$ cat src/sv/mbp_pkg.sv
// ----------------------------------------------------------------------------
// mbp_pkg
// shared types and constants of the msb-first bit packer
// ----------------------------------------------------------------------------
package mbp_pkg;

    localparam int MAX_FIELD_BITS = 32;
    localparam int VALUE_BITS     = 32;
    localparam int PEND_BITS      = 7;
    localparam int ACC_BITS       = PEND_BITS + VALUE_BITS;
    localparam int MAX_BEATS      = 4;
    localparam int WORD_BITS      = 8 * MAX_BEATS;
    localparam int COUNT_BITS     = 6;
    localparam int FILL_BITS      = 3;
    localparam int BEATS_BITS     = 3;
    localparam int TOTAL_BITS     = 6;

    localparam int IN_TDATA_BITS  = 40;
    localparam int OUT_TUSER_BITS = 2;

    // item kind carried on the input tuser
    localparam logic FUNC_WRITE = 1'b0;
    localparam logic FUNC_FLUSH = 1'b1;

    // up to four bytes, left aligned, plus how many of them go out
    typedef struct packed {
        logic [WORD_BITS-1:0]  word;
        logic [BEATS_BITS-1:0] beats;
        logic                  err;
    } t_burst;

    // packer state carried from one item to the next
    typedef struct packed {
        logic [PEND_BITS-1:0] pending;
        logic [FILL_BITS-1:0] fill;
    } t_pack_state;

endpackage

$ cat src/sv/mbp_pack_calc.sv
// ----------------------------------------------------------------------------
// mbp_pack_calc
// single-pass merge of one item into the pending bits
// ----------------------------------------------------------------------------
module mbp_pack_calc (
    input  logic                           i_func,
    input  logic [mbp_pkg::COUNT_BITS-1:0] i_count,
    input  logic [mbp_pkg::VALUE_BITS-1:0] i_value,
    input  mbp_pkg::t_pack_state           i_state,
    output mbp_pkg::t_pack_state           o_state,
    output mbp_pkg::t_burst                o_burst
);
    import mbp_pkg::*;

    logic                  bad_width;
    logic [ACC_BITS-1:0]   mask;
    logic [ACC_BITS-1:0]   acc;
    logic [ACC_BITS-1:0]   acc_l;
    logic [TOTAL_BITS-1:0] total;
    logic [TOTAL_BITS-1:0] align;
    logic [PEND_BITS-1:0]  rem_mask;
    logic [14:0]           flush_sh;

    assign bad_width = (i_count == '0)
                    || (32'(i_count) > 32'(MAX_FIELD_BITS))
                    || (32'(i_count) > 32'(VALUE_BITS));

    // append the new field below the pending bits
    assign mask  = (ACC_BITS'(1) << i_count) - ACC_BITS'(1);
    assign acc   = (ACC_BITS'(i_state.pending) << i_count)
                 | (ACC_BITS'(i_value) & mask);
    assign total = TOTAL_BITS'(i_state.fill) + i_count;
    // left align so the oldest complete byte sits at the top
    assign align = TOTAL_BITS'(ACC_BITS) - total;
    assign acc_l = acc << align;

    assign rem_mask = (PEND_BITS'(1) << total[FILL_BITS-1:0]) - PEND_BITS'(1);
    assign flush_sh = 15'(i_state.pending) << (4'd8 - 4'(i_state.fill));

    always_comb begin
        o_state     = i_state;
        o_burst     = '0;
        if (i_func == FUNC_FLUSH) begin
            if (i_state.fill != '0) begin
                o_burst.word  = {flush_sh[7:0], {(WORD_BITS-8){1'b0}}};
                o_burst.beats = BEATS_BITS'(1);
                o_state       = '0;
            end
        end else if (bad_width) begin
            // error beat, state untouched
            o_burst.beats = BEATS_BITS'(1);
            o_burst.err   = 1'b1;
        end else begin
            o_burst.word  = acc_l[ACC_BITS-1 -: WORD_BITS];
            o_burst.beats = total[TOTAL_BITS-1:FILL_BITS];
            o_state.pending = acc[PEND_BITS-1:0] & rem_mask;
            o_state.fill    = total[FILL_BITS-1:0];
        end
    end

endmodule

$ cat src/sv/mbp_beat_out.sv
// ----------------------------------------------------------------------------
// mbp_beat_out
// result register that plays a burst out one byte beat per cycle while the sink is ready
// ----------------------------------------------------------------------------
module mbp_beat_out (
    input  logic                               i_clk,
    input  logic                               i_rst_n,
    input  logic                               i_load,
    input  mbp_pkg::t_burst                    i_burst,
    output logic                               o_free,
    output logic                               m_axis_tvalid,
    input  logic                               m_axis_tready,
    output logic [7:0]                         m_axis_tdata, // out_byte
    output logic [mbp_pkg::OUT_TUSER_BITS-1:0] m_axis_tuser, // byte_valid, error
    output logic                               m_axis_tlast
);
    import mbp_pkg::*;

    logic                  r_valid;
    logic [WORD_BITS-1:0]  r_word;
    logic [BEATS_BITS-1:0] r_left;
    logic                  r_err;
    logic                  last_beat;
    logic                  take;

    assign last_beat = (r_left == BEATS_BITS'(1));
    assign take      = r_valid && m_axis_tready;
    assign o_free    = !r_valid || (take && last_beat);

    always_ff @(posedge i_clk) begin
        if (!i_rst_n) begin
            r_valid <= 1'b0;
        end else if (i_load) begin
            r_valid <= 1'b1;
        end else if (take && last_beat) begin
            r_valid <= 1'b0;
        end
    end

    always_ff @(posedge i_clk) begin
        if (i_load) begin
            r_word <= i_burst.word;
            r_left <= i_burst.beats;
            r_err  <= i_burst.err;
        end else if (take) begin
            r_word <= r_word << 8;
            r_left <= r_left - BEATS_BITS'(1);
        end
    end

    assign m_axis_tvalid = r_valid;
    assign m_axis_tdata  = r_word[WORD_BITS-1 -: 8];
    assign m_axis_tuser  = {r_err, !r_err};
    assign m_axis_tlast  = last_beat;

endmodule

$ cat src/sv/msb_first_bit_packer_core.sv
// ----------------------------------------------------------------------------
// msb_first_bit_packer_core
// packs 1 to 32 bit fields msb first into a byte stream
// ----------------------------------------------------------------------------
// a write beat appends the low bit_count bits of bit_value behind up to seven
// pending bits and sends every completed byte, first packed bit in bit 7; a
// flush beat pads the pending bits with zeros and sends the partial byte if
// any; a width of 0 or above 32 gives a single error beat and keeps the
// state. an input beat is merged combinationally between the input register
// and the result register, so input beats flow one per cycle as long as each
// produces at most one output beat and the output side is ready; an item that
// completes n bytes (one to four) holds the output register until all n are
// taken, and the next item waits in the input register. items that produce no
// output beat never wait on the output side beyond the burst already queued.
module msb_first_bit_packer_core (
    input  logic                               i_clk,
    input  logic                               i_rst_n,
    input  logic                               s_axis_tvalid,
    output logic                               s_axis_tready,
    input  logic [mbp_pkg::IN_TDATA_BITS-1:0]  s_axis_tdata,  // bit_count, bit_value
    input  logic                               s_axis_tuser,  // func
    output logic                               m_axis_tvalid,
    input  logic                               m_axis_tready,
    output logic [7:0]                         m_axis_tdata,  // out_byte
    output logic [mbp_pkg::OUT_TUSER_BITS-1:0] m_axis_tuser,  // byte_valid, error
    output logic                               m_axis_tlast
);
    import mbp_pkg::*;

    // input register
    logic                  r_in_valid;
    logic                  r_func;
    logic [COUNT_BITS-1:0] r_count;
    logic [VALUE_BITS-1:0] r_value;

    // packer state
    t_pack_state r_state;
    t_pack_state n_state;
    t_burst      burst;

    logic out_free;
    logic advance;
    logic in_take;

    // the registered beat moves on once the result register can take it
    assign advance       = r_in_valid && out_free;
    assign s_axis_tready = !r_in_valid || advance;
    assign in_take       = s_axis_tvalid && s_axis_tready;

    always_ff @(posedge i_clk) begin
        if (!i_rst_n) begin
            r_in_valid <= 1'b0;
            r_state    <= '0;
        end else begin
            if (in_take) begin
                r_in_valid <= 1'b1;
            end else if (advance) begin
                r_in_valid <= 1'b0;
            end
            if (advance) begin
                r_state <= n_state;
            end
        end
    end

    always_ff @(posedge i_clk) begin
        if (in_take) begin
            r_func  <= s_axis_tuser;
            r_count <= s_axis_tdata[COUNT_BITS-1:0];
            r_value <= s_axis_tdata[COUNT_BITS +: VALUE_BITS];
        end
    end

    // merge of the item into the pending bits
    mbp_pack_calc u_calc (
        .i_func  (r_func),
        .i_count (r_count),
        .i_value (r_value),
        .i_state (r_state),
        .o_state (n_state),
        .o_burst (burst)
    );

    // bursts with no byte do not enter the result register
    mbp_beat_out u_out (
        .i_clk         (i_clk),
        .i_rst_n       (i_rst_n),
        .i_load        (advance && (burst.beats != '0)),
        .i_burst       (burst),
        .o_free        (out_free),
        .m_axis_tvalid (m_axis_tvalid),
        .m_axis_tready (m_axis_tready),
        .m_axis_tdata  (m_axis_tdata),
        .m_axis_tuser  (m_axis_tuser),
        .m_axis_tlast  (m_axis_tlast)
    );

endmodule

$ cat config.mk
export PLATFORM = sky130hd
export DESIGN_NAME = msb_first_bit_packer_core
export DESIGN_NICKNAME = d
export VERILOG_FILES = /design/src/sv/mbp_pkg.sv /design/src/sv/mbp_pack_calc.sv /design/src/sv/mbp_beat_out.sv /design/src/sv/msb_first_bit_packer_core.sv
export SDC_FILE = /design/constraint.sdc
export NUM_CORES = 1
export LEC_CHECK = 0
export BUFFER_PORTS_ARGS = -buffer_cell sky130_fd_sc_hd__buf_2
export CAP_MARGIN = 15
export CORE_UTILIZATION = 60
export CTS_CLUSTER_SIZE = 40
export DETAILED_ROUTE_END_ITERATION = 8
export GPL_TIMING_DRIVEN = 0
export PLACE_DENSITY = 0.79
export SETUP_SLACK_MARGIN = 0.05
export SLEW_MARGIN = 20
export SYNTH_ARGS = -nofsm -noshare
export SYNTH_HDL_FRONTEND = slang
export SYNTH_SLANG_ARGS = --single-unit
$ cat constraint.sdc
create_clock -name i_clk -period 5.7 [get_ports i_clk]
set_input_delay 1.14 -clock i_clk [delete_from_list [all_inputs] [get_ports i_clk]]
set_output_delay 1.14 -clock i_clk [all_outputs]
set_load 0.01 [all_outputs]
=== After elaboration in Yosys (flattened, before gate mapping) ===
Cells that the tools add are included.

* Bits of input ports: 45
* Register bits: 87

* Reductions and logical operators: 19
* Magnitude comparators: 1
* Mux-type cells: 16
* Bitwise gates (word level): 3
* Equal/unequal tests: 3
* Shift-type cells: 5
* Add/sub/neg operators: 6

{| class="wikitable"
|+ Operator list
! cell !! count
|-
| 2-to-1 mux 32 bit || 3
|-
| 2-to-1 mux 35 bit || 2
|-
| AND 32 x 39 -> 39 bit || 1
|-
| OR 39 bit || 1
|-
| left shift 1 x 6 -> 39 bit (first input constant) || 1
|-
| left shift 39 x 6 -> 39 bit || 1
|-
| left shift 7 x 6 -> 39 bit || 1
|-
| subtractor 39 x 2 -> 39 bit (second input constant) || 1
|-
| 2-to-1 mux 10 bit || 3
|-
| 2-to-1 mux 3 bit || 3
|-
| left shift 7 x 4 -> 8 bit || 1
|-
| AND 7 bit || 1
|-
| left shift 1 x 3 -> 7 bit (first input constant) || 1
|-
| subtractor 7 x 2 -> 7 bit (second input constant) || 1
|-
| adder 3 x 6 -> 6 bit || 1
|-
| greater-than comparator 6 bit (second input constant) || 1
|-
| zero test 6 bit || 1
|-
| nonzero test 2 bit || 3
|-
| nonzero test 3 bit || 2
|-
| subtractor 6 bit (first input constant) || 1
|-
| logical AND 1 bit || 5
|-
| 2-to-1 mux 1 bit || 5
|-
| logical OR 1 bit || 4
|-
| subtractor 4 x 3 -> 4 bit (first input constant) || 1
|-
| other kinds (6) || 8
|}

=== Longest topological paths before layout ===
Gate-level depths: netlist of the first run.

* Word-level depth: 10
* Depth in mapped cells: 16
* Mapped depth without buffers: 13

=== By module ===
From an unflattened synthesis of the first run, not the netlist that was laid out.

* Cell total of the unflattened synthesis: 1002
* Area total of the unflattened synthesis: 8854.7 um^2

{| class="wikitable"
|+ Modules (own cells, without submodules)
! module !! cells an instance !! seq. area each (um^2) !! area an instance (um^2) !! instances
|-
| mbp_pack_calc || 811 || 0.0 || 5519.0 || 1
|-
| mbp_beat_out || 100 || 1101.1 || 1670.4 || 1
|-
| msb_first_bit_packer_core || 91 || 1391.3 || 1665.3 || 1
|}

=== Worst setup path before layout of the first run ===
No wires, ideal clock.

* Path kind: reg-to-reg
* Start: reg r_count[1]
* End: reg u_out.r_word[20] (data pin)
* Slack: 1.607 ns
* Arrival: 3.960 ns
* Cell stages (with the launch flop): 15
* Required time: 5.567 ns
* Path buffers: 3
* Period minus slack after synthesis: 4.093 ns
* Cells stage by stage: edfxtp_1 > ha_1 > a21o_1 > a21oi_1 > xnor2_1 > inv_2 > clkbuf_1 > clkbuf_1 > ha_1 > xor2_1 > nand2_1 > or2_2 > clkbuf_1 > a2111oi_0 > a311o_1

* Cells in the longest elaborated chain, start to end: 8

{| class="wikitable"
|+ RTL lines
! element !! RTL line !! RTL
|-
| start, declared || msb_first_bit_packer_core.sv:33 || <nowiki>logic [COUNT_BITS-1:0] r_count;</nowiki>
|-
| start signal, assigned || msb_first_bit_packer_core.sv:69 || <nowiki>r_count <= s_axis_tdata[COUNT_BITS-1:0];</nowiki>
|-
| left shift 1 x 6 -> 39 bit, or another cell as far along || mbp_pack_calc.sv:29 || <nowiki>assign mask = (ACC_BITS'(1) << i_count) - ACC_BITS'(1);</nowiki>
|-
| subtractor 39 x 2 -> 39 bit or logical OR 1 bit (tied branches) || mbp_pack_calc.sv:29, mbp_pack_calc.sv:25 ||
|-
| AND 32 x 39 -> 39 bit or logical OR 1 bit (tied branches) || mbp_pack_calc.sv:31, mbp_pack_calc.sv:26 ||
|-
| OR 39 bit or 2-to-1 mux 3 bit (tied branches) || mbp_pack_calc.sv:31, mbp_pack_calc.sv:49 ||
|-
| left shift 39 x 6 -> 39 bit or 2-to-1 mux 35 bit (tied branches) || mbp_pack_calc.sv:35, mbp_pack_calc.sv:43 ||
|-
| 2-to-1 mux 32 bit or nonzero test 3 bit (tied branches) || mbp_pack_calc.sv:49, msb_first_bit_packer_core.sv:88 ||
|-
| 2-to-1 mux 35 bit (*) || mbp_pack_calc.sv:43 || <nowiki>if (i_func == FUNC_FLUSH) begin</nowiki>
|-
| 2-to-1 mux 32 bit (*) || mbp_beat_out.sv:41 || <nowiki>if (i_load) begin</nowiki>
|-
| end signal, assigned || mbp_beat_out.sv:42 || <nowiki>r_word <= i_burst.word;</nowiki>
|-
| end signal, assigned || mbp_beat_out.sv:46 || <nowiki>r_word <= r_word << 8;</nowiki>
|-
| end, declared || mbp_beat_out.sv:20 || <nowiki>logic [WORD_BITS-1:0] r_word;</nowiki>
|}

Mark *: on every way between the ends. The rest lies on a longest branch, timed or not.
A chain may end at the register's enable or synchronous reset.

=== Worst setup path in the final report of the first run ===
Same ends and word-level chain as after synthesis.

==> metrics, run 1 <==
run status complete, but fails checks; failing checks DRC; Data arrival, critical path 5700 ps; initial core utilization 0.6143; CTS Sinks just under 90; Placed Instances 1175; crit path time final 5479 ps; layout cells sized above 1 0.1724; worst vdd ir 0.1382 mV; Mapped Nets 999; wirelength, routed 32790 µm; setup TNS 0 ps; Power Density ~230 nW/µm²; # H-tree levels 3; number of remaining DRC errors 1; maxcap violations 0; warning count from the yosys run 0; Synth Flop Type edfxtp_1; WL/cell 27.51 µm; CTS buffer count 9; ys async rst share 0; Mapped Area 8103 µm²; total global-route track usage 0.4717; # rows 42; core region area 13190 µm²; post-synth cell types 96; crit path max fanout 10; Synth Instances ~940; hpwl dp 24560 µm; FF+latch count, synth 87; LEAKAGE approximately 3.2 nW; Tightest Hold Check Type flop to flop; Post-CTS Setup Inserts 0; Die Span Y 118.2 µm; clk slew on worst S/H paths roughly 80 ps; category of the most critical setup path flop to flop; Slew Viols, Final 0; Slew @ Worst Pin 1092 ps; Clock Skews between 10 and 15 ps; vias per cell 7.645; Multi-input gate area 5099 µm²; area added between synthesis and finish 10.59%; die area 13970 µm²; Final Setup Violations 0; WP data required 5920 ps; final hold violation count 0; Routed Antenna Nets 0; Clock Tree Buf Depth 2; pre-CTS setup slack 13.53 ps; commonest non-fill, non-tap cell in the layout nand2_1; crit end category flop; RSZ-0062 raised after global routing no; Post-layout nets 1066; Root Buffer clkbuf_16; # IOs 58; Initial DRC Count about 1800; slew margin rel. 0.2630; vias in the first global route roughly 8300; TritonCTS clock tree done; register area 2492 µm²; Final period util 0.9612; fmax 182.5 MHz; Die Width 118.2 µm; first-pass GRT wire length 49560 µm; initial antenna violation count 1; routed vias 9113; Buffers on Ports 55; gpl congestion roughly 1.1; DRT Pass-1 Iters 9; final cell count without fillers about 1200; EDFF count, synth 75; fillers between 1000 and 1500; GRT overflow 0; post-route cell area 8961 µm²; post-synthesis sequential area ratio 0.3076; most frequent cells in the layout nand2_1, edfxtp_1, buf_2; clk_lat worst skew 360 ps; largest net degree at the start of global routing 36; final setup margin about 220 ps; Post-DP Area between 8000 and 9000 µm²; Avg Inst Size Synth between 8 and 9 µm²; startpoint types flop
==> sequential cells by signal, summed over array words and instances, names as in the netlist <==
name	flops
u_out.m_axis_tvalid	1
u_out.r_word	32
r_in_valid	1
u_out.r_err	1
r_value	32
r_count	6
r_state	10
r_func	1
u_out.r_left	3
==> where the power goes <==
group          internal [mW]  switching (mW)
registers              0.741          0.0207
logic                  0.234           0.483
clock network          0.310           0.293
==> synthesized netlist by cell type (6+ instances only) <==
library cell / number / area share
nand2_1: 113 / 0.052
edfxtp_1: 75 / 0.28
nor2_1: 69 / 0.032
a21oi_1: 58 / 0.036
clkbuf_1: 46 / 0.021
o21ai_0: 38 / 0.023
mux2i_1: 28 / 0.035
nand3_1: 25 / 0.015
a211oi_1: 23 / 0.021
inv_1: 22 / 0.010
a22oi_1: 19 / 0.018
o22ai_1: 18 / 0.014
buf_2: 17 / 0.011
nor3_1: 17 / 0.011
buf_4: 16 / 0.015
nor2b_1: 15 / 0.012
and2_1: 14 / 0.011
mux2_2: 14 / 0.019
o31ai_1: 14 / 0.013
a31oi_1: 13 / 0.010
o211ai_1: 13 / 0.012
dfxtp_1: 12 / 0.030
mux4_2: 12 / 0.033
nand2b_1: 11 / 0.0085
o21a_1: 11 / 0.010
ha_1: 10 / 0.015
a211o_1: 9 / 0.0097
a32oi_1: 8 / 0.0086
nor4_1: 8 / 0.0062
a21boi_0: 7 / 0.0065
a21o_1: 7 / 0.0065
a221o_1: 7 / 0.0086
and3_1: 7 / 0.0054
o221ai_1: 7 / 0.0076
or2_2: 7 / 0.0054
xnor2_1: 7 / 0.0076
buf_6: 6 / 0.0083
nand4_1: 6 / 0.0046
or3_1: 6 / 0.0046
xor2_1: 6 / 0.0065
==> layer usage <==
layer,part of all wire,global-route usage
met5,0,0
met4,0.078,0.3013
met3,0.14,0.1337
met2,0.43,0.7239
met1,0.35,0.5829
==> worst max-delay path, cell delays in order, from the launching register on <==
cell       delay, ps
edfxtp_1         550
ha_1             360
a21o_1           180
a21oi_1          240
xnor2_2          240
inv_2            280
clkbuf_1         420
clkbuf_1         470
ha_1             290
xor2_2           390
nand2_1          340
or2_2            360
clkbuf_1         190
a2111oi_0        770
a311o_1          240
==> logic make-up (layout without fill, tap and decap cells) <==
group           Yosys count  after routing  share of synthesized area
xor+xnor                 13             13                    0.01405
fa+ha+maj                11             11                    0.01791
compound gates          325            325                     0.2897
simple gates            340            340                     0.2154
flops                    87             87                     0.3076
other cells               0              1                          0
mux                      54             54                    0.08740
buf+inv                 113            185                    0.06794
==> through the flow <==
step | power, mW | util | hold WS, ps
global placement | 1.437 | 0.6519 | 487.7
global route | 2.126 | 0.6792 | 557.6
detailed placement | 1.440 | 0.6550 | 522.4
floorplan | 1.218 | - | 472.8
finish | 2.082 | 0.6794 | 541.6
CTS | 2.021 | 0.6779 | 533.9
==> final cells by class <==
cell class | instances | share of cell area
Clock inverter | 7 | 0.007679
Inverter | 25 | 0.01047
Buffer | 88 | 0.05096
Clock buffer | 9 | 0.02513
Timing Repair Buffer | 56 | 0.03379
Multi-Input combinational cell | 743 | 0.5690
Tap cell | 176 | 0.02457
Sequential cell | 87 | 0.2781
Antenna cell | 1 | 0.0002793
==> path summary, 6_finish.rpt <==
check / slack (ps) / from / endpoint / cells after the start
worst max-delay path: 220 / r_count[1] / u_out.r_word[20] / 14
worst min-delay path: 540 / u_out.m_axis_tvalid / u_out.m_axis_tvalid / 2
worst max register to register: 220 / r_count[1] / u_out.r_word[20] / 14
worst min register to register: 540 / u_out.m_axis_tvalid / u_out.m_axis_tvalid / 2
==> repair_timing <==
action / 4_1_cts / 5_1_grt
endpoints found under the hold margin: 0 / 0
endpoints found under the setup margin: 1 / 13
cloned: 0 / 0
hold buffers: 0 / 0
gates resized for setup: 1 / 2
Power figures use the tool's default switching activity.
==> run 2, diff against run 1 <==
--- a/config.mk
+++ b/config.mk
@@ -7,6 +7,7 @@
 export LEC_CHECK = 0
 export BUFFER_PORTS_ARGS = -buffer_cell sky130_fd_sc_hd__buf_2
 export CAP_MARGIN = 15
+export CORE_MARGIN = 2
 export CORE_UTILIZATION = 60
 export CTS_CLUSTER_SIZE = 40
 export DETAILED_ROUTE_END_ITERATION = 8
==> metrics, run 2 (same netlist as run 1, synthesis figures left out) <==
area added between synthesis and finish 10.64% (about the same); crit-path leading delay family buffers and inverters; fmax 184.5 MHz (+1.1%); setup TNS 0 ps (unchanged); Slew @ Worst Pin 1125 ps (+33.64 ps); DRT Pass-1 Iters 9 (unchanged); Initial DRC Count 1873 (+1.6%); LEAKAGE 3.229 nW (+0.27%); R2R cell count 15 (+1); Die Span Y 120.2 µm (+1.7%); fillers 1095 (+1.2%); CP max stage delay 540 ps (-230 ps); FF-to-FF setup slack 280 ps (+60 ps); vias in the first global route 8273 (-0.62%); slew margin rel. 0.2435 (-0.01944); origin of the worst setup path r_count[1]; startpoint types flop; CP cell instances ha_1 > a21o_1 > a21oi_1 > xnor2_2 > inv_2 > clkbuf_1 > clkbuf_1 > ha_1 > xor2_2 > nand2_1 > or2_2 > clkbuf_1 > nor2_1 > a32oi_1 > o211ai_1; Slew Viols, Final 0 (unchanged); CP max stage cell edfxtp_1; Design Power 2.078 mW (-0.16%); RSZ-0062 raised after global routing no; hold buffers post-CTS 0 (unchanged); initial antenna violation count 0 (-1); worst vdd ir 0.1752 mV (+27%); Final Setup Violations 0 (unchanged); reg-to-reg endpoint u_out.r_word[16]; Worst R2R Start r_count[1]; Multi-input gate area 5099 µm² (unchanged); initial core utilization 0.6143 (unchanged); first-pass GRT wire length 49320 µm (-0.49%); most frequent cells in the layout nand2_1, edfxtp_1, buf_2; WHS 535.3 ps (-6.378 ps); Clock Tree Buf Depth 2 (unchanged); hpwl dp 25040 µm (+2.0%); Clock Skews 9.915 ps (-1.868 ps); number of remaining DRC errors 0 (-1); Power Density 231.8 nW/µm² (-0.20%); clk slew on worst S/H paths 70 ps (about the same); gpl congestion 1.131 (+3.6%); crit path time final 5420 ps (-58.56 ps); Final Util 0.6797 (about the same); WL/cell 27.37 µm (-0.52%); Tightest Hold Check Type flop to flop; worst path bufs/invs 4 (unchanged); final hold violation count 0 (unchanged); CTS Sinks 87 (unchanged); wirelength, routed 32590 µm (-0.60%); TritonCTS clock tree done; routed vias 9049 (-0.70%); layout cells sized above 1 0.1714 (-0.0009852); Critical Path Stages 15 (+1); CTS buffer count 9 (unchanged); category of the most critical setup path flop to flop; Hold EP u_out.r_word[14]; clk_lat worst skew 360 ps (about the same); top flop regs r_value x32, u_out.r_word x32, r_state x10; core region area 13190 µm² (unchanged); GRT overflow 0 (unchanged); Routed Antenna Nets 0 (unchanged); crit end category flop; ANT cells 0 (-1); worst hold start u_out.r_word[6]; Post-layout nets 1066 (unchanged); Worst path most repeated cell clkbuf_1; register area 2492 µm² (unchanged); crit path max fanout 10 (unchanged); Data arrival, critical path 5540 ps (-160 ps); Root Buffer clkbuf_16; vias per cell 7.598 (-0.62%); # H-tree levels 3 (unchanged); Final period util 0.9509 (-0.01027); # rows 42 (unchanged); total global-route track usage 0.4535 (-0.01825); WP data required 5820 ps (-100 ps); Die Width 120.2 µm (+1.7%); Buffers on Ports 55 (unchanged); run status finished clean; # IOs 58 (unchanged); die area 14450 µm² (+3.4%); largest net degree at the start of global routing 36 (unchanged); commonest non-fill, non-tap cell in the layout nand2_1; Hold Path Stages 2 (unchanged); maxcap violations 0 (unchanged)
[run 2: layout make-up]
cell class / count / area share
Tap cell: 176 / 0.02456
Sequential cell: 87 / 0.2780
Buffer: 88 / 0.05094
Inverter: 25 / 0.01047
Clock buffer: 11 / 0.02833
Clock inverter: 5 / 0.005164
Timing Repair Buffer: 56 / 0.03378
Multi-Input combinational cell: 743 / 0.5687
[run 2: report_power, final]
group	leakage [nW]	switching (mW)	internal, mW
clock	0.148	0.268	0.330
sequential	0.809	0.0200	0.742
combinational	2.27	0.485	0.234
total	3.23	0.773	1.31
[run 2: per-stage QoR]
step                instances  worst slack, ps  area [µm²]
floorplan                 943             1607        8103
global placement         1174            62.94        8598
detailed placement       1175            79.65        8641
CTS                      1191            322.4        8949
global route             1191            106.4        8965
finish                   1191            279.6        8965
[run 2: tightest hold or removal path: stages (launching register included)]
cell and delay, ps:
edfxtp_1 320, nand2_1 50, o221ai_1 60
[run 2: worst max-delay path by stage]
| stage | to |
|---|---|
| after CTS | u_out.r_word[0] |
| after floorplan | u_out.r_word[20] |
| final | u_out.r_word[16] |
| after global placement | u_out.r_word[16] |
| after global routing | u_out.r_word[16] |
| after detailed placement | u_out.r_word[16] |
[run 2: what timing repair did]
| action | CTS | global route |
|---|---|---|
| gates resized for setup | 1 | 2 |
| setup buffers | 0 | 0 |
| endpoints found under the hold margin | 0 | 0 |
| endpoints found under the setup margin | 1 | 12 |
[run 2: routing by layer]
metal | track usage | vias to the layer above | part of all wire
li1 | - | 3794 | -
met1 | 0.5604 | 4071 | 0.35
met2 | 0.6889 | 935 | 0.42
met3 | 0.1278 | 249 | 0.14
met4 | 0.3081 | 0 | 0.085
met5 | 0 | - | 0
